### config.mk
export PLATFORM = sky130hd
export DESIGN_NAME = see_front
export DESIGN_NICKNAME = d
export VERILOG_FILES = /design/src/sv/see_pkg.sv /design/src/sv/see_front.sv
export SDC_FILE = /design/constraint.sdc
export NUM_CORES = 1
export LEC_CHECK = 0
export BUFFER_PORTS_ARGS = -buffer_cell sky130_fd_sc_hd__buf_4
export CORE_MARGIN = 2
export CORE_UTILIZATION = 59
export DETAILED_ROUTE_END_ITERATION = 12
export PLACE_DENSITY = 0.84
export SLEW_MARGIN = 0
export SYNTH_ARGS = -nofsm -noshare
export SYNTH_HDL_FRONTEND = slang
export SYNTH_SLANG_ARGS = --single-unit
### constraint.sdc
create_clock -name i_clk -period 6.3 [get_ports i_clk]
set_input_delay 0.315 -clock i_clk [delete_from_list [all_inputs] [get_ports i_clk]]
set_output_delay 0.315 -clock i_clk [all_outputs]
set_load 0.03 [all_outputs]
### src/sv/see_pkg.sv
// shared types, constants and opcodes of the stack expression evaluator
package see_pkg;

    localparam int STACK_DEPTH = 128;
    localparam int SP_W        = $clog2(STACK_DEPTH + 1);
    localparam int ADDR_W      = $clog2(STACK_DEPTH);
    localparam int VAL_W       = 32;
    localparam int Q_DEPTH     = 4;
    localparam int Q_AW        = $clog2(Q_DEPTH);

    localparam logic [7:0] CH_ZERO = 8'h30;
    localparam logic [7:0] CH_POW  = 8'h5e;
    localparam logic [7:0] CH_MUL  = 8'h2a;
    localparam logic [7:0] CH_DIV  = 8'h2f;
    localparam logic [7:0] CH_ADD  = 8'h2b;
    localparam logic [7:0] CH_SUB  = 8'h2d;

    localparam logic [2:0] OP_PUSH = 3'd0;
    localparam logic [2:0] OP_ADD  = 3'd1;
    localparam logic [2:0] OP_SUB  = 3'd2;
    localparam logic [2:0] OP_MUL  = 3'd3;
    localparam logic [2:0] OP_DIV  = 3'd4;
    localparam logic [2:0] OP_POW  = 3'd5;

    typedef struct packed {
        logic [2:0]       op;
        logic [VAL_W-1:0] operand;
        logic             last;
    } t_cmd;

    typedef struct packed {
        logic [VAL_W-1:0] value;
        logic             over;
        logic             under;
        logic             arith;
    } t_result;

endpackage

### src/sv/see_front.sv
// front end: classifies characters into commands and queues them
module see_front (
    input  logic              i_clk,
    input  logic              i_rst_n,
    input  logic              i_valid,
    output logic              o_ready,
    input  logic [7:0]        i_char,
    input  logic              i_last,
    output logic              o_cmd_valid,
    input  logic              i_cmd_ready,
    output see_pkg::t_cmd     o_cmd
);
    see_pkg::t_cmd           r_mem [see_pkg::Q_DEPTH];
    logic [see_pkg::Q_AW-1:0] r_wp, r_rp;
    logic [see_pkg::Q_AW:0]   r_cnt;
    see_pkg::t_cmd           w_cmd;
    logic                    w_push, w_pop;

    always_comb begin
        w_cmd.last    = i_last;
        w_cmd.operand = {24'd0, i_char} - {24'd0, see_pkg::CH_ZERO};
        case (i_char)
            see_pkg::CH_POW: w_cmd.op = see_pkg::OP_POW;
            see_pkg::CH_MUL: w_cmd.op = see_pkg::OP_MUL;
            see_pkg::CH_DIV: w_cmd.op = see_pkg::OP_DIV;
            see_pkg::CH_ADD: w_cmd.op = see_pkg::OP_ADD;
            see_pkg::CH_SUB: w_cmd.op = see_pkg::OP_SUB;
            default:         w_cmd.op = see_pkg::OP_PUSH;
        endcase
    end

    assign o_ready     = (r_cnt != see_pkg::Q_DEPTH[see_pkg::Q_AW:0]);
    assign o_cmd_valid = (r_cnt != '0);
    assign o_cmd       = r_mem[r_rp];
    assign w_push      = i_valid && o_ready;
    assign w_pop       = o_cmd_valid && i_cmd_ready;

    always_ff @(posedge i_clk) begin
        if (w_push) begin
            r_mem[r_wp] <= w_cmd;
        end
        if (!i_rst_n) begin
            r_wp  <= '0;
            r_rp  <= '0;
            r_cnt <= '0;
        end else begin
            if (w_push) r_wp <= r_wp + 1'b1;
            if (w_pop)  r_rp <= r_rp + 1'b1;
            r_cnt <= r_cnt + {{see_pkg::Q_AW{1'b0}}, w_push}
                           - {{see_pkg::Q_AW{1'b0}}, w_pop};
        end
    end
endmodule

==> run summary, run 1 <==
The flow ran to the end, and the final reports show no timing, DRC or antenna violations. STA classifies the critical path startpoint as a register. The clock slew seen by the registers of the worst setup and hold paths came out at 0.07 ns. The total of max-cap violations is 0. The remaining routing DRC violations came out at 0. The placed wire-length estimate came out at 3070 µm.

The routed via count came out at 1,381. The wire length of the first global-routing pass is 7010 µm. Dividing the detail-routed wire length by the instance count gives 17.8 µm. The post-synthesis cell area came out at 2690 µm². Compared with the post-synthesis result, the final layout area differs by 17.2%.

The number of placement rows came out at 24. The power per cell area is 481 nW/µm². For met2 alone, demand over resource in global routing was 0.350. Entering global routing, the biggest net connects 25 pins.

The insertion delay to the later sink of the worst-skew pair is 0.33 ns. Traced cell by cell, the critical path runs through mux4_2 > buf_4. The sum of routed wire length over all layers is 4490 µm. The post-route worst setup slack came out at 3.74 ns. Dividing the detail-routed via count by the number of cells gives 5.48. The count of antenna-violating nets left after detailed routing came out at 0. Data on the critical path is required at its endpoint by 5.98 ns. The maximum clock insertion buffer count is 2. Of the total power, the clock network draws 0.243. The count of endpoints failing hold in the final timing report came out at 0. The final cell utilization of the core came out at 0.719.

The fraction of synthesized cell area taken by the top area cell type is 0.580. The first-iteration detailed-routing DRC count came out at 119. Summing all multi-input logic gate instances after layout gives 722 µm². The number of inserted diodes came out at 0. The internal portion of total power came out at 0.955 mW. In this design, the stage delay of the slowest critical-path cell is 0.86 ns.

The biggest area contributor in the post-synthesis netlist is sky130_fd_sc_hd__edfxtp_1. The net switching component of the power came out at 0.562 mW. The width of the die came out at 71.5 µm. By area the synthesized netlist is led by sky130_fd_sc_hd__edfxtp_1 58%, sky130_fd_sc_hd__mux4_2 8.4%, sky130_fd_sc_hd__dfxtp_1 6.7%, sky130_fd_sc_hd__buf_4 6.4%, sky130_fd_sc_hd__ha_1 4.2%. The met3 layer usage reported by global route is 0.0647. The hold slack came out at 0.183 ns. The worst slack at placement came out at 3.92 ns. The share of cells above drive strength 1 is 0.400. TritonCTS built the clock tree. The mean cell area of the mapped netlist is 16.8 µm². The global-route congestion overflow total came out at 0. The number of hold buffers added after CTS is 0. The category of cells accounting for the largest share of critical-path delay is flip-flops. The number of gates given a new drive strength after cts came out at 0.

For this design, the slowest cell found on the critical path is sky130_fd_sc_hd__dfxtp_1. The overall global routing resource usage is 0.194. The number of filler cells placed in the layout came out at 273.

The share of total power consumed by net switching is 0.371. Data on the critical path arrives at its endpoint at 2.24 ns. The worst setup skew after layout is 0.0100 ns. The worst setup path is of the register to output pin kind. Setup repair after global routing left no endpoint under its margin. Along the worst path, the maximum fanout reaches 24.

The register bit total from synthesis came out at 61. The share of total power dissipated in combinational logic is 0.398. The I/O pin count came out at 51. The count of clock tree sinks is 61. The count of unique library cells instantiated by Yosys is 28. The initial cell density of the core came out at 0.614. The via count of the first global-routing pass is 1,429. The part of the Yosys area used for sequential elements is 0.647.

The number of antenna violations at the first check in global routing is 0. The tree is rooted in a sky130_fd_sc_hd__clkbuf_8. Timing would allow up to 391 MHz. Clock tree synthesis inserted a total of 9 buffers. The max-slew violation count came to 0.

The area taken by flip-flops and latches is 1740 µm². The number of levels in the clock H-tree is 3. The global routing usage on met1 is 0.205. The synthesized netlist cell count is 160. The layer flagged by global routing as most heavily used is met2. Synthesis produced a netlist with a net count of 183. The chip height came out at 71.5 µm. The class of the tightest hold or removal check is input pin to register. The measured slew at the worst slew-check pin came out at 0.831 ns. In the final design database the tool counted 218 nets.

The final number of setup-violating endpoints is 0. The post-route setup TNS came out at 0 ns. The post-layout minimum cycle time is 2.56 ns. Of the total power, registers draw 0.358. The cell leakage power is 1.19 nW. In this run the tool buffered the top-level ports with 50 buffer cells. Yosys printed 0 warnings. The core region is 4380 µm². The die outline area is 5120 µm². The number of buffer and inverter instances along the worst setup path came out at 1. IR analysis of the VDD net gives a maximum drop of 0.263 mV. The ratio of final minimum period to clock period came out at 0.406. STA classifies the critical path endpoint as an output pin. The detailed-router iteration count before antenna repair is 4. The worst-case headroom to the max-slew limit came out at 0.445.

Routability-driven placement finished with a final weighted congestion of 0.736. The post-CTS setup repair buffer count is 0.
==> cells in the mapped netlist, drive strengths merged <==
library cell and n:
xor2 2, nor3b 2, o311ai 1, and2 8, buf 25, dfxtp 9, fa 1, o31a 1
a21boi 1, nand3b 1, edfxtp 52, nor4bb 1, ha 9, nor2 2, nor2b 2, nor3 1
a21oi 3, nand2 7, inv 9, or3 1, or3b 1, mux4 13, mux2i 3, xnor2 4
clkbuf 1
==> cells by family (layout without fill, tap and decap cells) <==
family	count (synthesis)	after routing	synth area share
AO/OA/AOI/OAI	6	6	0.0195
AND/OR/NAND/NOR	26	26	0.0558
adder cells (fa/ha/maj)	10	10	0.0493
flip-flops	61	61	0.647
buffers and inverters	35	75	0.0842
multiplexers	16	16	0.124
XOR/XNOR	6	6	0.0195
==> power by group through the flow <==
| stage | logic [mW] | registers (mW) | clock network (mW) |
|---|---|---|---|
| 4_1_cts | 0.611 | 0.546 | 0.376 |
| 5_1_grt | 0.639 | 0.553 | 0.392 |
| 2_1_floorplan | 0.518 | 0.524 | 0 |
| 3_5_place_dp | 0.609 | 0.555 | 0 |
| 6_report | 0.605 | 0.544 | 0.369 |
| 3_3_place_gp | 0.599 | 0.549 | 0 |
==> metrics by stage <==
| step | instances | area (µm²) | power (mW) |
|---|---|---|---|
| floorplan | 160 | 2690 | 1.04 |
| finish | 252 | 3150 | 1.52 |
| global route | 252 | 3150 | 1.58 |
| global placement | 236 | 2940 | 1.15 |
| CTS | 252 | 3150 | 1.53 |
| detailed placement | 236 | 2940 | 1.16 |
==> cells in the final DEF, fill, tap and decap left out, drive strengths merged <==
master     n
a21boi     1
a21oi      3
and2       8
buf       50
bufinv     2
clkbuf     9
clkinv     4
clkinvlp   1
dfxtp      9
edfxtp    52
fa         1
ha         9
inv        9
mux2i      3
mux4      13
nand2      7
nand3b     1
nor2       2
nor2b      2
nor3       1
nor3b      2
nor4bb     1
o311ai     1
o31a       1
or3        1
or3b       1
xnor2      4
xor2       2
==> worst register-to-register path, stage by stage (launching register included) <==
cell and delay (ns):
sky130_fd_sc_hd__dfxtp_1 0.44, sky130_fd_sc_hd__nor2_1 0.10, sky130_fd_sc_hd__a21boi_2 0.30, sky130_fd_sc_hd__inv_1 0.08
sky130_fd_sc_hd__ha_1 0.28, sky130_fd_sc_hd__inv_1 0.04, sky130_fd_sc_hd__ha_1 0.18, sky130_fd_sc_hd__fa_1 0.39
sky130_fd_sc_hd__xor2_1 0.17, sky130_fd_sc_hd__xnor2_1 0.13, sky130_fd_sc_hd__and2_1 0.15
==> cell type report <==
class,count,share of cell area
sequential,61,0.553
clock inverter,7,0.0286
timing repair buffer,50,0.119
clock buffer,9,0.0393
tap,52,0.0206
multi-input combinational,64,0.229
inverter,9,0.0107
==> final timing paths <==
| check | start | endpoint | slack (ns) | cells after the start |
|---|---|---|---|---|
| setup / recovery | register | o_cmd[10] | 3.74 | 2 |
| hold / removal | i_last | r_mem[1][0]$_DFFE_PP_ | 0.18 | 1 |
| setup reg to reg | r_cnt[1]$_SDFF_PN0_ | r_cnt[2]$_SDFF_PN0_ | 3.94 | 10 |
| hold reg to reg | r_wp[1]$_SDFFE_PN0P_ | r_wp[1]$_SDFFE_PN0P_ | 0.51 | 2 |
==> sequential cells by signal, indices dropped and copies added, names as in the netlist, named ones only <==
register,cells
r_rp,2
r_cnt,3
r_mem,52
r_wp,2
==> per-layer routing <==
metal	part of all wire	wire, µm	vias to the layer above
li1	-	-	641
met1	0.37	1680	679
met2	0.54	2420	55
met3	0.070	316	6
met4	0.015	69	0
met5	0	0	-
Power figures use the tool's default switching activity.
==> inputs of run 2 (changes only) <==
--- a/config.mk
+++ b/config.mk
@@ -7,9 +7,9 @@
 export LEC_CHECK = 0
 export BUFFER_PORTS_ARGS = -buffer_cell sky130_fd_sc_hd__buf_4
 export CORE_MARGIN = 2
-export CORE_UTILIZATION = 59
+export CORE_UTILIZATION = 49
 export DETAILED_ROUTE_END_ITERATION = 12
-export PLACE_DENSITY = 0.84
+export PLACE_DENSITY = 0.75
 export SLEW_MARGIN = 0
 export SYNTH_ARGS = -nofsm -noshare
 export SYNTH_HDL_FRONTEND = slang
==> constraint.sdc (replaced) <==
create_clock -name i_clk -period 2.3 [get_ports i_clk]
set_input_delay 0.115 -clock i_clk [delete_from_list [all_inputs] [get_ports i_clk]]
set_output_delay 0.115 -clock i_clk [all_outputs]
set_load 0.03 [all_outputs]
==> run 2 against run 1 <==
  * Clock-buffer cell count is the same
  * Combinational power grew to 2.9 times the previous value
  * Sequential power grew to 2.7 times the previous value
  * Cell count grew 11%
  * Worst hold slack lost 0.16 ns
  * Clock skew shrank 0.0040 ns
  * Largest cell class unchanged
  * Largest power group unchanged
==> run summary, run 2 (synthesized netlist as in run 1, its figures left out) <==
The peak supply drop is 0.748 mV (was 0.263 mV). The maximum clock rate is 457 MHz. The highest net fanout along the worst path came to 6 (was 24). The via count normalized by instance count came out at 5.06 (was 5.48).

The worst setup skew after layout is 0.00603 ns (was 0.0100 ns). The wire length of the first global-routing pass came to 7250 µm (was 7010 µm). The count of clock tree sinks was 61 (unchanged).

The worst-case headroom to the max-slew limit is 0.714 (was 0.445). The via count of the first global-routing pass is 1,415 (was 1,429). The class of the tightest hold or removal check is input pin to register (unchanged). The I/O pin count came to 51 (unchanged).

The number of antenna violations at the first check in global routing came to 0 (unchanged). Ordered cell list for the critical path: o31a_2 > ha_1 > inv_1 > ha_1 > fa_1 > xor2_1 > xnor2_1 > and2_1 (was mux4_2 > buf_4). The remaining routing DRC violations is 0 (unchanged).

The number of flip-flops under the largest register name was 52 (unchanged). The routed via count is 1,412 (was 1,381). The filler-free cell count of the finished design came to 279 (was 252). The first-iteration detailed-routing DRC count came out at 52 (was 119).

The number of levels in the clock H-tree came to 3 (unchanged). The post-route setup TNS came out at 0 ns (unchanged). The category of the worst setup path launch point was a register (unchanged). The clock root buffer master is sky130_fd_sc_hd__clkbuf_8 (unchanged). Setup repair after global routing missed its margin: no (unchanged). Result of the run: completed (unchanged). The share of cells above drive strength 1 came out at 0.416 (was 0.400). The cell with the largest stage delay on the worst path is sky130_fd_sc_hd__o31a_2 (was sky130_fd_sc_hd__dfxtp_1).

The die outline area is 6100 µm² (was 5120 µm²). The count of antenna-violating nets left after detailed routing came out at 0 (unchanged). The power per cell area is 1270 nW/µm² (was 481 nW/µm²). The insertion delay to the later sink of the worst-skew pair came to 0.33 ns (about the same). The global-route congestion overflow total was 0 (unchanged). The placed wire-length estimate is 3120 µm (was 3070 µm). The register ranked first by flip-flop count is r_mem (unchanged).

The width of the die is 78.1 µm (was 71.5 µm). The number of buffer and inverter instances along the worst setup path came to 1 (unchanged). The total of max-cap violations came out at 0 (unchanged). The overall global routing resource usage came out at 0.164 (was 0.194). The maximum clock insertion buffer count is 2 (unchanged). The post-synthesis to final-layout area growth came to 19.5% (was 17.2%).

The number of placed cells counting well taps was 261 (was 236). The category of cells accounting for the largest share of critical-path delay is adder cells (was flip-flops). The arrival time of data at the critical path endpoint came out at 2.41 ns (was 2.24 ns). The detailed-router iteration count before antenna repair is 4 (unchanged). The initial cell density of the core is 0.517 (was 0.614).

The commonest non-fill, non-tap cell in the layout is sky130_fd_sc_hd__buf_4 (was sky130_fd_sc_hd__edfxtp_1). Of the available clock period, the critical path in the final layout requires 0.951. The chip height came to 78.1 µm (was 71.5 µm). The sum of routed wire length over all layers came out at 4590 µm (was 4490 µm). The number of placement rows came out at 26 (was 24). The count of endpoints failing hold in the final timing report came out at 0 (unchanged). The max-slew violation count came out at 0 (unchanged). The most frequent cell on the critical path is sky130_fd_sc_hd__ha_1.

The category of the worst setup path capture point was a register (was output pin). The clock tree from TritonCTS is built (unchanged). The largest net degree at the start of global routing came out at 25 (unchanged).

The measured slew at the worst slew-check pin is 0.427 ns (was 0.831 ns). Registers with the highest flip-flop counts: r_mem x52, r_cnt x3 (unchanged). The number of filler cells placed in the layout came out at 389 (was 273). The multi-input logic area came to 722 µm² (unchanged). The layout net count came out at 227 (was 218). The area taken by flip-flops and latches is 1740 µm² (about the same). The cell leakage power is 1.22 nW (was 1.19 nW).

The stage delay of the slowest cell on the critical path came out at 0.39 ns (was 0.86 ns). The final cell utilization of the core came out at 0.618 (was 0.719). The global placement routability congestion is 0.708 (was 0.736). The count of input and output buffers is 50 (unchanged). The clock slew seen by the registers of the worst setup and hold paths is 0.06 ns (was 0.07 ns). The final number of setup-violating endpoints came out at 0 (unchanged).

The number of inserted diodes is 0 (unchanged). The overall power is 4.07 mW (was 1.52 mW). After layout, the minimum clock period comes to 2.19 ns.

The post-CTS setup repair buffer count is 0 (unchanged). The mean routed wirelength per cell came out at 16.4 µm (was 17.8 µm). The core region area is 5200 µm² (was 4380 µm²).

Most frequent cells in the layout: 57 x sky130_fd_sc_hd__buf_4, 52 x sky130_fd_sc_hd__edfxtp_1, 10 x sky130_fd_sc_hd__mux4_2 (was 52 x sky130_fd_sc_hd__edfxtp_1, 50 x sky130_fd_sc_hd__buf_4, 10 x sky130_fd_sc_hd__mux4_2). The critical setup path kind is register to register (was register to output pin). The total clock buffers created by CTS was 9 (unchanged).

The required time at the endpoint of the critical path was 2.52 ns (was 5.98 ns).
==> run 2: path summary, 6_finish.rpt <==
path	startpoint	to	slack [ns]	cells after the start
min reg2reg	r_wp[0]$_SDFFE_PN0P_	r_wp[0]$_SDFFE_PN0P_	0.50	2
min	i_char[3]	r_mem[1][4]$_DFFE_PP_	0.02	1
max reg2reg	r_cnt[2]$_SDFF_PN0_	r_cnt[2]$_SDFF_PN0_	0.11	8
max	r_cnt[2]$_SDFF_PN0_	r_cnt[2]$_SDFF_PN0_	0.11	8
==> run 2: timing repair <==
action / in CTS / in global routing
endpoints found under the hold margin: 8 / 0
gates resized for setup: 0 / 2
hold buffers: 2 / 0
setup endpoints to repair: 0 / 1
==> run 2: area by class of cell <==
cell class,instances,area share
sequential,61,0.542
inverter,9,0.0105
clock buffer,9,0.0385
clock inverter,7,0.0175
tap,70,0.0272
multi-input combinational,64,0.225
timing repair buffer,59,0.139
==> run 2: routing by layer <==
layer | up-vias | wire length [µm] | track usage
met5 | - | 0 | 0
met4 | 0 | 71 | 0.0737
met3 | 7 | 267 | 0.0621
met2 | 50 | 2300 | 0.272
met1 | 697 | 1950 | 0.192
li1 | 658 | - | -
==> run 2: power breakdown <==
part / internal [mW] / total [mW] / switching, mW
combinational: 0.692 / 1.76 / 1.06
clock: 0.483 / 0.867 / 0.385
sequential: 1.36 / 1.45 / 0.0902
total: 2.53 / 4.07 / 1.54
==> run 2: stage by stage <==
| step | area, µm² | hold slack, ns | setup WS, ns |
|---|---|---|---|
| after CTS | 3210 | 0.00389 | 0.0619 |
| after floorplan | 2690 | 0.214 | 0.136 |
| final | 3220 | 0.0245 | 0.114 |
| after detailed placement | 3010 | 0.325 | 0.0737 |
| after global placement | 3010 | 0.318 | 0.200 |
| after global routing | 3220 | 0.00648 | 0.00893 |
==> inputs of run 3 (changes only) <==
--- a/config.mk
+++ b/config.mk
@@ -9,6 +9,7 @@
 export CORE_MARGIN = 2
 export CORE_UTILIZATION = 49
 export DETAILED_ROUTE_END_ITERATION = 12
+export GPL_TIMING_DRIVEN = 0
 export PLACE_DENSITY = 0.75
 export SLEW_MARGIN = 0
 export SYNTH_ARGS = -nofsm -noshare
==> constraint.sdc (replaced) <==
create_clock -name i_clk -period 2.3 [get_ports i_clk]
set_input_delay 0.115 -clock i_clk [delete_from_list [all_inputs] [get_ports i_clk]]
set_output_delay 0.115 -clock i_clk [all_outputs]
set_load 0.05 [all_outputs]
==> run 3 against run 2 <==
  * Global-route usage grew 0.85 points
  * Clock-buffer cell count unchanged
  * Routed wire length grew 3.3%
  * Worst hold slack lost 0.010 ns
  * Design area grew 5.8%
  * Non-clock buffer count rose by 19
  * Largest cell class unchanged
  * Sequential power barely moved
  * First-iteration DRC count up 100%
  * Cell count up 7.2%
  * Power up 21%
  * Largest power group unchanged
  * Sequential share of layout area is 3.0 points lower
==> run summary, run 3 (synthesized netlist as in run 1, its figures left out) <==
Result of the run: completed (unchanged). The final number of setup-violating endpoints is 0 (unchanged). The measured slew at the worst slew-check pin is 0.691 ns (was 0.427 ns). The ratio of final minimum period to clock period is 0.949 (was 0.951). The required time at the endpoint of the critical path came out at 2.54 ns (was 2.52 ns). The routed via count is 1,471 (was 1,412). The highest net fanout along the worst path came out at 6 (unchanged). The placed wire-length estimate is 3110 µm (was 3120 µm).

The number of levels in the clock H-tree came to 3 (unchanged). The clock tree from TritonCTS is built (unchanged). The insertion delay to the later sink of the worst-skew pair is 0.34 ns (was 0.33 ns). The global-route congestion overflow total came out at 0 (unchanged). The cell leakage power came out at 1.32 nW (was 1.22 nW). The count of antenna-violating nets left after detailed routing came out at 0 (unchanged). The first-iteration detailed-routing DRC count came out at 104 (was 52). Setup repair after global routing missed its margin: no (unchanged). The count of input and output buffers came out at 49 (was 50).

The total clock buffers created by CTS is 9 (unchanged). The reg-to-reg critical path startpoint is r_cnt[2]$_SDFF_PN0_ (unchanged). The worst setup skew after layout is 0.00799 ns (was 0.00603 ns). The mean routed wirelength per cell is 15.8 µm (was 16.4 µm). The via count of the first global-routing pass was 1,438 (was 1,415). The commonest non-fill, non-tap cell in the layout is sky130_fd_sc_hd__buf_4 (unchanged). The arrival time of data at the critical path endpoint is 2.42 ns (was 2.41 ns). The chip height came to 78.1 µm (unchanged). The maximum clock rate came to 458 MHz (was 457 MHz). The internal portion of total power is 2.79 mW (was 2.53 mW). The count of clock tree sinks is 61 (unchanged). The number of flip-flops under the largest register name came out at 52 (unchanged). The number of placement rows came out at 26 (unchanged). The clock root buffer master is sky130_fd_sc_hd__clkbuf_8 (unchanged). The width of the die is 78.1 µm (unchanged). The number of antenna violations at the first check in global routing was 0 (unchanged). The register ranked first by flip-flop count is r_mem (unchanged). The clock slew seen by the registers of the worst setup and hold paths is 0.07 ns (was 0.06 ns).

The category of the worst setup path launch point was a register (unchanged). The class of the tightest hold or removal check was input pin to register (unchanged). The core region area is 5200 µm² (unchanged). The sum of routed wire length over all layers came out at 4740 µm (was 4590 µm). The max-slew violation count came out at 0 (unchanged). Registers with the highest flip-flop counts: r_mem x52, r_cnt x3 (unchanged). The initial cell density of the core is 0.517 (unchanged).

The via count normalized by instance count came out at 4.92 (was 5.06). The total of max-cap violations was 0 (unchanged). The critical setup path kind is register to register (unchanged).

The die outline area came out at 6100 µm² (unchanged). The peak supply drop came out at 1.01 mV (was 0.748 mV). The remaining routing DRC violations is 0 (unchanged). The relative contribution of combinational cells to total power came out at 0.511 (was 0.432). The post-synthesis to final-layout area growth came out at 26.5% (was 19.5%). The layout net count came to 247 (was 227). The detailed-router iteration count before antenna repair came to 5 (was 4). The net switching component of the power is 2.12 mW (was 1.54 mW).

The share of cells above drive strength 1 came to 0.472 (was 0.416). The wire length of the first global-routing pass is 7530 µm (was 7250 µm). The maximum clock insertion buffer count came out at 2 (unchanged). Most frequent cells in the layout: 73 x sky130_fd_sc_hd__buf_4, 52 x sky130_fd_sc_hd__edfxtp_1, 11 x sky130_fd_sc_hd__mux4_2 (was 57 x sky130_fd_sc_hd__buf_4, 52 x sky130_fd_sc_hd__edfxtp_1, 10 x sky130_fd_sc_hd__mux4_2). The clock network fraction of design power was 0.195 (was 0.213). The global placement routability congestion is 0.661 (was 0.708). The power per cell area was 1440 nW/µm² (was 1270 nW/µm²).

The largest net degree at the start of global routing came out at 14 (was 25). The final cell utilization of the core came out at 0.654 (was 0.618). The beginning of the worst hold path was i_char[3] (unchanged). The overall global routing resource usage is 0.173 (was 0.164). The number of inserted diodes came out at 0 (unchanged). The I/O pin count came out at 51 (unchanged).

The beginning of the critical path is r_cnt[2]$_SDFF_PN0_ (unchanged). The reg2reg setup slack came out at 0.12 ns (was 0.11 ns). The category of the worst setup path capture point is a register (unchanged).

The power share of the sequential group came out at 0.294 (was 0.355). The overall power came out at 4.91 mW (was 4.07 mW). The worst-case headroom to the max-slew limit is 0.539 (was 0.714). The post-layout minimum cycle time is 2.18 ns (was 2.19 ns).

The count of endpoints failing hold in the final timing report was 0 (unchanged). The share of total power consumed by net switching was 0.432 (was 0.378).
-- run 3: worst paths after layout --
kind,cells after the start,to
hold / removal,1,r_mem[0][4]$_DFFE_PP_
setup / recovery,8,r_cnt[2]$_SDFF_PN0_
setup reg to reg,8,r_cnt[2]$_SDFF_PN0_
hold reg to reg,2,r_wp[1]$_SDFFE_PN0P_
-- run 3: per-layer routing --
layer | wire length [µm] | track usage
met1 | 1950 | 0.210
met2 | 2310 | 0.270
met3 | 408 | 0.0598
met4 | 70 | 0.100
met5 | 0 | 0
-- run 3: per-stage QoR --
step	instances	area [µm²]	setup WS (ns)	setup TNS, ns	hold WS, ns
floorplan	160	2690	0.136	0	0.214
finish	299	3400	0.117	0	0.0143
global route	299	3400	0.00867	0	0.00237
global placement	279	3150	-0.0554	-0.0554	0.323
CTS	299	3400	0.0872	0	0.00206
detailed placement	279	3150	-0.0409	-0.0409	0.325
-- run 3: critical path: stages, from the launching register on --
cell and delay (ns):
sky130_fd_sc_hd__dfxtp_1 0.38, sky130_fd_sc_hd__o31a_2 0.40, sky130_fd_sc_hd__ha_1 0.28, sky130_fd_sc_hd__inv_1 0.04, sky130_fd_sc_hd__ha_1 0.18, sky130_fd_sc_hd__fa_1 0.37, sky130_fd_sc_hd__xor2_1 0.16, sky130_fd_sc_hd__xnor2_1 0.12
sky130_fd_sc_hd__and2_1 0.15
-- run 3: what timing repair did --
action,4_1_cts,5_1_grt
hold buffers,2,0
cloned,1,0
setup endpoints to repair,16,1
resized for setup,1,1
setup buffers,1,0
pin swaps,1,0
endpoints found under the hold margin,8,0
-- run 3: final cells by class --
class / count / area, µm²
clock inverter: 7 / 81.3
tap: 70 / 87.6
timing repair buffer: 52 / 395
fill: 383 / 1800
sequential: 61 / 1740
buffer: 26 / 193
inverter: 9 / 33.8
multi-input combinational: 65 / 744
clock buffer: 9 / 124
-- run 3: power groups by stage --
| stage | Combinational (mW) | Clock [mW] | Sequential (mW) |
|---|---|---|---|
| global route | 2.64 | 1.03 | 1.46 |
| floorplan | 1.90 | 0 | 1.44 |
| detailed placement | 2.51 | 0 | 1.46 |
| global placement | 2.49 | 0 | 1.45 |
| CTS | 2.54 | 0.978 | 1.45 |
| finish | 2.51 | 0.957 | 1.45 |
